### config.mk
export PLATFORM = sky130hd
export DESIGN_NAME = cpio_newc_stream_parser_core
export DESIGN_NICKNAME = d
export VERILOG_FILES = /design/src/rtl/cnp_pkg.sv /design/src/rtl/cnp_front.sv /design/src/rtl/cnp_queue.sv /design/src/rtl/cnp_back.sv /design/src/rtl/cpio_newc_stream_parser_core.sv
export SDC_FILE = /design/constraint.sdc
export NUM_CORES = 1
export LEC_CHECK = 0
export BUFFER_PORTS_ARGS = -buffer_cell sky130_fd_sc_hd__buf_2
export CORE_MARGIN = 2
export CORE_UTILIZATION = 30
export DETAILED_ROUTE_END_ITERATION = 12
export PLACE_DENSITY = 0.45
export SLEW_MARGIN = 30
export SYNTH_ARGS = -nofsm -noshare
export SYNTH_HDL_FRONTEND = slang
export SYNTH_SLANG_ARGS = --single-unit
### constraint.sdc
create_clock -name clk -period 8.55 [get_ports clk]
set_input_delay 0.4275 -clock clk [delete_from_list [all_inputs] [get_ports clk]]
set_output_delay 0.4275 -clock clk [all_outputs]
set_load 0.03 [all_outputs]
### src/rtl/cnp_pkg.sv
// Shared types, constants and character helpers for the cpio newc stream parser.
package cnp_pkg;

	localparam int unsigned QUEUE_DEPTH = 4;

	localparam logic [6:0] HDR_LAST    = 7'd109;
	localparam logic [6:0] MAGIC_LEN   = 7'd6;
	localparam logic [6:0] FSIZE_FIRST = 7'd54;
	localparam logic [6:0] FSIZE_LAST  = 7'd61;
	localparam logic [6:0] NSIZE_FIRST = 7'd94;
	localparam logic [6:0] NSIZE_LAST  = 7'd101;
	localparam logic [3:0] TRAILER_LEN  = 4'd10;
	localparam logic [3:0] MATCH_FAILED = 4'd15;

	typedef enum logic [2:0] {
		K_NAME_CHAR = 3'd0,
		K_NAME_END  = 3'd1,
		K_DATA      = 3'd2,
		K_BAD_MAGIC = 3'd3,
		K_TRAILER   = 3'd4
	} cnp_kind_t;

	typedef enum logic [5:0] {
		PH_HEADER  = 6'b000001,
		PH_NAME    = 6'b000010,
		PH_NAMEPAD = 6'b000100,
		PH_DATA    = 6'b001000,
		PH_DATAPAD = 6'b010000,
		PH_HALT    = 6'b100000
	} cnp_phase_t;

	// One classified archive byte as it travels through the queue.
	typedef struct packed {
		logic [7:0] data;
		logic       last;
		logic [3:0] nibble;
		logic       is_nul;
	} cnp_item_t;

	function automatic logic [3:0] hex_nibble(input logic [7:0] c);
		logic [3:0] r;
		r = 4'd0;
		if (c >= 8'h30 && c <= 8'h39) begin
			r = 4'(c - 8'h30);
		end else if (c >= 8'h61 && c <= 8'h66) begin
			r = 4'(c - 8'h57);
		end else if (c >= 8'h41 && c <= 8'h46) begin
			r = 4'(c - 8'h37);
		end
		return r;
	endfunction

	// "070701"
	function automatic logic [7:0] magic_char(input logic [2:0] idx);
		logic [7:0] r;
		case (idx)
			3'd0: r = 8'h30;
			3'd1: r = 8'h37;
			3'd2: r = 8'h30;
			3'd3: r = 8'h37;
			3'd4: r = 8'h30;
			3'd5: r = 8'h31;
			default: r = 8'h00;
		endcase
		return r;
	endfunction

	// "TRAILER!!!"
	function automatic logic [7:0] trailer_char(input logic [3:0] idx);
		logic [7:0] r;
		case (idx)
			4'd0: r = 8'h54;
			4'd1: r = 8'h52;
			4'd2: r = 8'h41;
			4'd3: r = 8'h49;
			4'd4: r = 8'h4C;
			4'd5: r = 8'h45;
			4'd6: r = 8'h52;
			4'd7: r = 8'h21;
			4'd8: r = 8'h21;
			4'd9: r = 8'h21;
			default: r = 8'h00;
		endcase
		return r;
	endfunction

endpackage

### src/rtl/cnp_front.sv
// Input side: accepts archive bytes and classifies them for the parser.
module cnp_front (
	input  logic                archive_valid,
	output logic                archive_ready,
	input  logic [7:0]          archive_byte,
	input  logic                archive_end,
	input  logic                full,
	output logic                push,
	output cnp_pkg::cnp_item_t  item
);

	assign archive_ready = !full;
	assign push          = archive_valid && !full;

	always_comb begin
		item.data   = archive_byte;
		item.last   = archive_end;
		item.nibble = cnp_pkg::hex_nibble(archive_byte);
		item.is_nul = (archive_byte == 8'h00);
	end

endmodule

### src/rtl/cnp_queue.sv
// Small register queue between the classifier and the parser.
module cnp_queue #(
	parameter int unsigned DEPTH = cnp_pkg::QUEUE_DEPTH
) (
	input  logic               clk,
	input  logic               arst_n,
	input  logic               push,
	input  cnp_pkg::cnp_item_t wr_item,
	input  logic               pop,
	output cnp_pkg::cnp_item_t rd_item,
	output logic               full,
	output logic               empty
);

	localparam int unsigned AW = (DEPTH > 1) ? $clog2(DEPTH) : 1;
	localparam int unsigned CW = $clog2(DEPTH + 1);

	cnp_pkg::cnp_item_t slot_q [DEPTH];
	logic [AW-1:0] wr_ptr_q, rd_ptr_q;
	logic [CW-1:0] count_q;

	assign full    = (count_q == CW'(DEPTH));
	assign empty   = (count_q == '0);
	assign rd_item = slot_q[rd_ptr_q];

	always_ff @(posedge clk) begin
		if (push) begin
			slot_q[wr_ptr_q] <= wr_item;
		end
	end

	always_ff @(posedge clk or negedge arst_n) begin
		if (!arst_n) begin
			wr_ptr_q <= '0;
			rd_ptr_q <= '0;
			count_q  <= '0;
		end else begin
			if (push) begin
				wr_ptr_q <= (wr_ptr_q == AW'(DEPTH - 1)) ? '0 : wr_ptr_q + AW'(1);
			end
			if (pop) begin
				rd_ptr_q <= (rd_ptr_q == AW'(DEPTH - 1)) ? '0 : rd_ptr_q + AW'(1);
			end
			if (push && !pop) begin
				count_q <= count_q + CW'(1);
			end else if (pop && !push) begin
				count_q <= count_q - CW'(1);
			end
		end
	end

endmodule

### src/rtl/cnp_back.sv
// Parser state machine and registered result stage.
module cnp_back (
	input  logic               clk,
	input  logic               arst_n,
	input  logic               empty,
	input  cnp_pkg::cnp_item_t item,
	output logic               pop,
	output logic               result_valid,
	input  logic               result_ready,
	output logic [2:0]         kind,
	output logic [7:0]         value,
	output logic [31:0]        file_size,
	output logic               last_data
);

	cnp_pkg::cnp_phase_t phase_q, phase_d;
	logic [6:0]  pos_q, pos_d;
	logic [31:0] nsize_q, nsize_d;
	logic [31:0] dsize_q, dsize_d;
	logic [31:0] rem_q, rem_d;
	logic [1:0]  pad_q, pad_d;
	logic        nul_q, nul_d;
	logic [3:0]  tm_q, tm_d;

	logic        emit;
	logic [2:0]  kind_d;
	logic [7:0]  val_d;
	logic [31:0] fs_d;
	logic        last_d;
	logic        valid_q;

	logic [31:0] rem_dec;
	logic        rem_last;
	logic [1:0]  pad_dec;
	logic        go_np, go_d, go_dp;

	assign pop          = !empty && (!valid_q || result_ready);
	assign result_valid = valid_q;
	assign rem_dec      = rem_q - 32'd1;
	assign rem_last     = (rem_q == 32'd1);
	assign pad_dec      = pad_q - 2'd1;

	always_comb begin
		phase_d = phase_q;
		pos_d   = pos_q;
		nsize_d = nsize_q;
		dsize_d = dsize_q;
		rem_d   = rem_q;
		pad_d   = pad_q;
		nul_d   = nul_q;
		tm_d    = tm_q;
		emit    = 1'b0;
		kind_d  = cnp_pkg::K_NAME_CHAR;
		val_d   = 8'h00;
		fs_d    = 32'd0;
		last_d  = 1'b0;
		go_np   = 1'b0;
		go_d    = 1'b0;
		go_dp   = 1'b0;

		case (phase_q)
			cnp_pkg::PH_HEADER: begin
				if (pos_q < cnp_pkg::MAGIC_LEN &&
				    item.data != cnp_pkg::magic_char(pos_q[2:0])) begin
					phase_d = cnp_pkg::PH_HALT;
					emit    = 1'b1;
					kind_d  = cnp_pkg::K_BAD_MAGIC;
				end else begin
					if (pos_q inside {[cnp_pkg::FSIZE_FIRST:cnp_pkg::FSIZE_LAST]}) begin
						dsize_d = {dsize_q[27:0], item.nibble};
					end else if (pos_q inside {[cnp_pkg::NSIZE_FIRST:cnp_pkg::NSIZE_LAST]}) begin
						nsize_d = {nsize_q[27:0], item.nibble};
					end
					if (pos_q != cnp_pkg::HDR_LAST) begin
						pos_d = pos_q + 7'd1;
					end else begin
						pos_d   = '0;
						rem_d   = nsize_q;
						nul_d   = 1'b0;
						tm_d    = '0;
						phase_d = cnp_pkg::PH_NAME;
						// empty name: end it right here
						if (nsize_q == 32'd0) begin
							nul_d  = 1'b1;
							emit   = 1'b1;
							kind_d = cnp_pkg::K_NAME_END;
							fs_d   = dsize_q;
							go_np  = 1'b1;
						end
					end
				end
			end
			cnp_pkg::PH_NAME: begin
				rem_d = rem_dec;
				if (nul_q) begin
					go_np = rem_last;
				end else if (item.is_nul || rem_last) begin
					nul_d = 1'b1;
					emit  = 1'b1;
					if (tm_q == cnp_pkg::TRAILER_LEN) begin
						phase_d = cnp_pkg::PH_HALT;
						kind_d  = cnp_pkg::K_TRAILER;
					end else begin
						kind_d = cnp_pkg::K_NAME_END;
						fs_d   = dsize_q;
						go_np  = rem_last;
					end
				end else begin
					if (tm_q < cnp_pkg::TRAILER_LEN &&
					    item.data == cnp_pkg::trailer_char(tm_q)) begin
						tm_d = tm_q + 4'd1;
					end else begin
						tm_d = cnp_pkg::MATCH_FAILED;
					end
					emit   = 1'b1;
					kind_d = cnp_pkg::K_NAME_CHAR;
					val_d  = item.data;
				end
			end
			cnp_pkg::PH_NAMEPAD: begin
				pad_d = pad_dec;
				go_d  = (pad_dec == 2'd0);
			end
			cnp_pkg::PH_DATA: begin
				rem_d  = rem_dec;
				emit   = 1'b1;
				kind_d = cnp_pkg::K_DATA;
				val_d  = item.data;
				last_d = rem_last;
				go_dp  = rem_last;
			end
			cnp_pkg::PH_DATAPAD: begin
				pad_d = pad_dec;
				if (pad_dec == 2'd0) begin
					phase_d = cnp_pkg::PH_HEADER;
					pos_d   = '0;
				end
			end
			default: ;
		endcase

		// pad header plus name to a 4-byte boundary (header is 2 mod 4)
		if (go_np) begin
			pad_d = 2'd2 - nsize_q[1:0];
			if (pad_d != 2'd0) begin
				phase_d = cnp_pkg::PH_NAMEPAD;
			end else begin
				go_d = 1'b1;
			end
		end
		if (go_d) begin
			rem_d = dsize_q;
			if (dsize_q != 32'd0) begin
				phase_d = cnp_pkg::PH_DATA;
			end else begin
				go_dp = 1'b1;
			end
		end
		if (go_dp) begin
			pad_d = 2'd0 - dsize_q[1:0];
			if (pad_d != 2'd0) begin
				phase_d = cnp_pkg::PH_DATAPAD;
			end else begin
				phase_d = cnp_pkg::PH_HEADER;
				pos_d   = '0;
			end
		end

		// archive end: drop everything back to the reset state
		if (item.last) begin
			phase_d = cnp_pkg::PH_HEADER;
			pos_d   = '0;
			nsize_d = '0;
			dsize_d = '0;
			rem_d   = '0;
			pad_d   = '0;
			nul_d   = 1'b0;
			tm_d    = '0;
		end
	end

	always_ff @(posedge clk or negedge arst_n) begin
		if (!arst_n) begin
			phase_q <= cnp_pkg::PH_HEADER;
			pos_q   <= '0;
			nsize_q <= '0;
			dsize_q <= '0;
			rem_q   <= '0;
			pad_q   <= '0;
			nul_q   <= 1'b0;
			tm_q    <= '0;
			valid_q <= 1'b0;
		end else begin
			if (pop) begin
				phase_q <= phase_d;
				pos_q   <= pos_d;
				nsize_q <= nsize_d;
				dsize_q <= dsize_d;
				rem_q   <= rem_d;
				pad_q   <= pad_d;
				nul_q   <= nul_d;
				tm_q    <= tm_d;
				valid_q <= emit;
			end else if (result_ready) begin
				valid_q <= 1'b0;
			end
		end
	end

	// hold the result until taken
	always_ff @(posedge clk) begin
		if (pop && emit) begin
			kind      <= kind_d;
			value     <= val_d;
			file_size <= fs_d;
			last_data <= last_d;
		end
	end

endmodule

### src/rtl/cpio_newc_stream_parser_core.sv
// Top level of the cpio newc stream parser.
//
// Usage: feed the archive one byte per transaction on the archive channel
// (archive_valid/archive_ready, archive_byte, archive_end). archive_end marks
// the final byte; after it the parser is back in its header state.
// Results leave on the result channel (result_valid/result_ready) with kind,
// value, file_size and last_data: name characters, a name-end carrying the
// file size, data bytes with the last one flagged, bad magic, or trailer.
// Bad magic and trailer halt the parser until the next archive_end.
//
// Throughput: one byte per cycle, sustained while result_ready is high.
// Header and pad bytes give no result. An accepted byte is written into the
// queue, and the parser registers its result once it pops that byte. A front
// classifier decodes hex digits and NUL, a QUEUE_DEPTH entry queue decouples
// it from the parser state machine, whose result register is the only output
// stage.
// When result_ready is low the parser holds its result and stops popping;
// the queue fills and then archive_ready drops.
// Reset clears the queue, the parser state and the result valid flag.
module cpio_newc_stream_parser_core #(
	parameter int unsigned QUEUE_DEPTH = cnp_pkg::QUEUE_DEPTH
) (
	input  logic        clk,
	input  logic        arst_n,
	input  logic        archive_valid,
	output logic        archive_ready,
	input  logic [7:0]  archive_byte,
	input  logic        archive_end,
	output logic        result_valid,
	input  logic        result_ready,
	output logic [2:0]  kind,
	output logic [7:0]  value,
	output logic [31:0] file_size,
	output logic        last_data
);

	cnp_pkg::cnp_item_t wr_item, rd_item;
	logic push, pop, full, empty;

	cnp_front u_front (
		.archive_valid (archive_valid),
		.archive_ready (archive_ready),
		.archive_byte  (archive_byte),
		.archive_end   (archive_end),
		.full          (full),
		.push          (push),
		.item          (wr_item)
	);

	cnp_queue #(
		.DEPTH (QUEUE_DEPTH)
	) u_queue (
		.clk     (clk),
		.arst_n  (arst_n),
		.push    (push),
		.wr_item (wr_item),
		.pop     (pop),
		.rd_item (rd_item),
		.full    (full),
		.empty   (empty)
	);

	cnp_back u_back (
		.clk          (clk),
		.arst_n       (arst_n),
		.empty        (empty),
		.item         (rd_item),
		.pop          (pop),
		.result_valid (result_valid),
		.result_ready (result_ready),
		.kind         (kind),
		.value        (value),
		.file_size    (file_size),
		.last_data    (last_data)
	);

endmodule

==> impl_table.tex <==
\begin{tabular}{lr}
\hline
Metric & Value \\
\hline
\multicolumn{2}{l}{\textbf{Global route}} \\
\quad Global-route wire length before repair & about 47 mm \\
\quad Global route total overflow & 0 \\
\quad Number of antenna violations at the first check in global routing & 0 \\
\quad Number of global-route vias before repair & about 8000 \\
\quad Global-route total usage across every layer & 0.154 \\
\quad Maximum number of pins on one net before global-route repair & 67 \\
\multicolumn{2}{l}{\textbf{Finish}} \\
\quad Most frequent standard cell in the layout excluding fill and tap cells & sky130\_fd\_sc\_hd\_\_nand2\_1 \\
\quad Number of inserted diodes & 0 \\
\quad Nets & between 1000 and 1500 \\
\quad Final core area utilization & 0.346 \\
\quad Final non-filler cell total & between 1500 and 2000 \\
\quad Share of post-route cells with drive strength above 1 & 0.138 \\
\quad Design area & $\sim$13000 um2 \\
\quad Area Overhead vs Synth & 14.4\% \\
\quad Most used cells in the layout excluding fill and tap cells & sky130\_fd\_sc\_hd\_\_nand2\_1, sky130\_fd\_sc\_hd\_\_dfrtp\_1, sky130\_fd\_sc\_hd\_\_edfxtp\_1 \\
\multicolumn{2}{l}{\textbf{Clocking}} \\
\quad Hold-fix buffers, CTS & 1 \\
\quad Number of setup buffers added after CTS & 0 \\
\quad Clock root buffer & sky130\_fd\_sc\_hd\_\_clkbuf\_16 \\
\quad H-tree levels & 1 \\
\quad Total CTS buffers & 27 \\
\quad PostCTS Resize Cnt & 0 \\
\quad Worst-case clock buffer depth & 3 \\
\quad TritonCTS clock tree & built \\
\quad Worst skew pair latency & between 0.5 and 0.6 ns \\
\quad Clock Pin Slew Worst Setup and Hold Paths & 0.06 ns \\
\quad Number of clock sinks & between 200 and 250 \\
\multicolumn{2}{l}{\textbf{Pwr}} \\
\quad Proportion of power drawn by combinational gates & 0.463 \\
\quad Switching Fraction & 0.442 \\
\quad PD cells & roughly 400 nW/um2 \\
\quad Overall power of the completed layout & around 5 mW \\
\quad Internal power & roughly 2.9 mW \\
\quad Worst voltage drop across the vdd grid & between 0.1 and 0.15 mV \\
\quad Pleak & approximately 4.9 nW \\
\quad Clock power share & 0.209 \\
\quad Psw & 2.28 mW \\
\quad Sequential share of power & 0.328 \\
\multicolumn{2}{l}{\textbf{Setup path}} \\
\quad Startpoint type of the worst setup path & flop \\
\quad Critical Path Fanout Max & 36 \\
\quad CP endpoint kind & flop \\
\quad Worst path slowest cell & sky130\_fd\_sc\_hd\_\_dfrtp\_1 \\
\quad Cells along the critical path & mux4\_2 > or4\_1 > a2111oi\_1 > nor3\_1 > or2\_1 > nor3\_2 > nor3\_2 > buf\_4 \\
\quad Worst EP arrival & between 4 and 5 ns \\
\quad Largest delay share family, worst path & simple AND/OR/NAND/NOR gates \\
\quad Cell type with the highest occurrence count on the critical path & sky130\_fd\_sc\_hd\_\_nor3\_2 \\
\quad Largest stage delay on the critical path & between 0.8 and 0.9 ns \\
\quad Category of the critical setup timing path & flop to flop \\
\quad CP bufs+invs & 1 \\
\quad Worst Path Required & between 8 and 9 ns \\
\multicolumn{2}{l}{\textbf{Floorplan}} \\
\quad Number of top-level pins & between 50 and 60 \\
\quad Number of placement rows & a little over 70 \\
\quad Total core area & approximately 37000 um2 \\
\quad Initial core utilization & 0.303 \\
\quad Area enclosed by the die boundary & $\sim$39000 um2 \\
\quad Vert. Die Dim & 198 um \\
\quad Horizontal die dimension & 198 um \\
\multicolumn{2}{l}{\textbf{Routing}} \\
\quad Vias & just over 8000 \\
\quad Detailed router's first-iteration violation count & between 400 and 500 \\
\quad Pre-antenna DRT Iters & 5 \\
\quad Final wirelength & just under 30 mm \\
\quad Sum of routed wire segments on met1 & around 15 mm \\
\quad Highest Signal Layer & met4 \\
\quad Remaining antenna violation count & 0 \\
\quad Met2 Routed Length & 12.7 mm \\
\quad DR WL/cell & between 15 and 20 um \\
\quad Count of unresolved DRC violations after routing & 0 \\
\quad Met3 WL & roughly 990 um \\
\quad Via-to-Cell Ratio & 4.94 \\
\multicolumn{2}{l}{\textbf{Placement}} \\
\quad \# port buffers & 58 \\
\quad Setup WS pre-CTS & 4.67 ns \\
\quad Area after detailed placement & around 12000 um2 \\
\quad Cell count after placement & roughly 1600 \\
\quad Half-perimeter wire length after placement & slightly below 20 mm \\
\quad Weighted congestion at the end of routability-driven global placement & between 0.7 and 0.8 \\
\multicolumn{2}{l}{\textbf{STA}} \\
\quad Fin Clk Skew & 0.0111 ns \\
\quad Highest clock rate & between 200 and 300 MHz \\
\quad Unrepaired setup endpoints after global routing & no \\
\quad Part of the cycle the worst path needs & 0.449 \\
\quad Transition time of the tightest slew-check pin & around 0.88 ns \\
\quad Max-slew headroom & 0.401 \\
\quad Max-slew violation count & 0 \\
\quad Worst Setup Slack, final & between 4 and 5 ns \\
\quad Worst Hold Slack & $\sim$0.12 ns \\
\quad Final hold violation count & 0 \\
\quad Sum Neg Setup Slack & 0 ns \\
\quad Setup violations, final & 0 \\
\quad Post-layout minimum cycle time & between 3 and 4 ns \\
\multicolumn{2}{l}{\textbf{Logic synthesis}} \\
\quad Number of synthesized register bits & between 200 and 250 \\
\quad Instance count of the mapped netlist & between 1000 and 1500 \\
\quad Leading register cell type out of synthesis & sky130\_fd\_sc\_hd\_\_dfrtp\_1 \\
\quad Distinct cell type count of the synthesized netlist & 76 \\
\quad Number of nets in the synthesized netlist & 1140 \\
\quad Synth warnings & 0 \\
\quad Sequential share of the synthesized area & 0.539 \\
\quad Share of synthesized flip-flops with an asynchronous set or reset & 0.554 \\
\quad Post-synthesis average cell area & 10.3 um2 \\
\quad EDFF count, synth & 100 \\
\quad Summed instance area of the synthesized netlist & about 11000 um2 \\
\multicolumn{2}{l}{\textbf{Hold path}} \\
\quad Class of the worst hold path & primary input to flop \\
\multicolumn{2}{l}{\textbf{Run status}} \\
\quad Outcome & finished, final reports clean \\
\multicolumn{2}{l}{\textbf{Flow run}} \\
\quad Number of maximum-capacitance violations & 0 \\
\hline
\end{tabular}
==> worst reg2reg max path, stage by stage (launching register included) <==
cell and delay (ns):
sky130_fd_sc_hd__dfrtp_1 0.82, sky130_fd_sc_hd__mux4_2 0.48, sky130_fd_sc_hd__or4_1 0.49, sky130_fd_sc_hd__a2111oi_1 0.59
sky130_fd_sc_hd__nor3_1 0.18, sky130_fd_sc_hd__or2_1 0.27, sky130_fd_sc_hd__nor3_2 0.18, sky130_fd_sc_hd__nor3_2 0.15
sky130_fd_sc_hd__buf_4 0.35
==> registers in the layout (all words and copies together), names as in the netlist, 4 cells and up <==
name / count
u_back.dsize_q: 32
u_back.file_size: 32
u_back.nsize_q: 32
u_back.phase_q: 6
u_back.pos_q: 7
u_back.rem_q: 32
u_back.tm_q: 4
u_back.value: 8
u_queue.slot_q: 56
==> final cells by class <==
class | count | area, um2
Timing Repair Buffer | 71 | 393
Sequential cell | 224 | 6110
Fill cell | 3777 | 24400
Tap cell | 511 | 639
Clock inverter | 15 | 110
Clock buffer | 35 | 716
Inverter | 28 | 105
Multi-Input combinational cell | 787 | 4880
==> layer usage <==
metal	vias up	global-route usage
met5	-	0
met4	0	0.0426
met2	132	0.229
met1	4029	0.234
li1	4069	-
met3	32	0.0194
==> worst paths after layout <==
kind | from | endpoint | slack (ns) | cells past startpoint
min in group asynchronous | arst_n | u_queue.wr_ptr_q[0] | 0.45 | 2
hold reg to reg | u_queue.count_q[2] | u_queue.count_q[2] | 0.51 | 1
setup / recovery | u_queue.rd_ptr_q[1] | u_back.file_size[19] | 4.71 | 8
hold / removal | archive_end | u_queue.slot_q[0][5] | 0.12 | 1
setup reg to reg | u_queue.rd_ptr_q[1] | u_back.file_size[19] | 4.71 | 8
max in group asynchronous | arst_n | u_back.dsize_q[23] | 6.45 | 4
==> synth_stat cells (3+ instances only) <==
cell type	n	share of area
sky130_fd_sc_hd__nand2_1	190	0.063
sky130_fd_sc_hd__dfrtp_1	123	0.27
sky130_fd_sc_hd__edfxtp_1	100	0.27
sky130_fd_sc_hd__o21ai_0	90	0.040
sky130_fd_sc_hd__nor2_1	68	0.023
sky130_fd_sc_hd__a21oi_1	55	0.024
sky130_fd_sc_hd__clkbuf_1	43	0.014
sky130_fd_sc_hd__nor2b_1	40	0.022
sky130_fd_sc_hd__a211oi_1	34	0.023
sky130_fd_sc_hd__nor4_1	32	0.018
sky130_fd_sc_hd__nor3_1	29	0.013
sky130_fd_sc_hd__inv_1	28	0.0093
sky130_fd_sc_hd__ha_1	27	0.030
sky130_fd_sc_hd__xnor2_1	26	0.020
sky130_fd_sc_hd__nand3_1	16	0.0071
sky130_fd_sc_hd__mux4_2	13	0.026
sky130_fd_sc_hd__o21ai_1	13	0.0057
sky130_fd_sc_hd__o31ai_1	11	0.0073
sky130_fd_sc_hd__nand4_1	10	0.0055
sky130_fd_sc_hd__o21ai_2	10	0.0077
sky130_fd_sc_hd__xor2_1	10	0.0077
sky130_fd_sc_hd__o31ai_2	9	0.0099
sky130_fd_sc_hd__buf_2	8	0.0035
sky130_fd_sc_hd__and3_1	7	0.0039
sky130_fd_sc_hd__a31oi_1	6	0.0033
sky130_fd_sc_hd__mux2i_1	6	0.0053
sky130_fd_sc_hd__or4_1	6	0.0040
sky130_fd_sc_hd__nand2b_1	5	0.0028
sky130_fd_sc_hd__nand3b_1	5	0.0033
sky130_fd_sc_hd__a21o_1	4	0.0027
sky130_fd_sc_hd__a22o_1	4	0.0031
sky130_fd_sc_hd__buf_1	4	0.0013
sky130_fd_sc_hd__buf_6	4	0.0040
sky130_fd_sc_hd__nand4b_1	4	0.0031
sky130_fd_sc_hd__and4_1	3	0.0023
sky130_fd_sc_hd__o22ai_1	3	0.0017
==> power by group through the flow <==
stage               Combinational [mW]  Sequential (mW)  Clock [mW]
floorplan                         1.68             1.78           0
finish                            2.38             1.69        1.07
global placement                  2.40             1.70           0
CTS                               2.42             1.69        1.11
global route                      2.66             1.73        1.15
detailed placement                2.40             1.71           0
==> cell families after synthesis <==
group,Yosys count,synth area share
multiplexers,21,0.0332
AO/OA/AOI/OAI,268,0.151
adder cells (fa/ha/maj),28,0.0316
XOR/XNOR,36,0.0279
AND/OR/NAND/NOR,434,0.184
flip-flops,224,0.539
buffers and inverters,88,0.0330
Note: power is estimated with default switching activity, not from simulation.
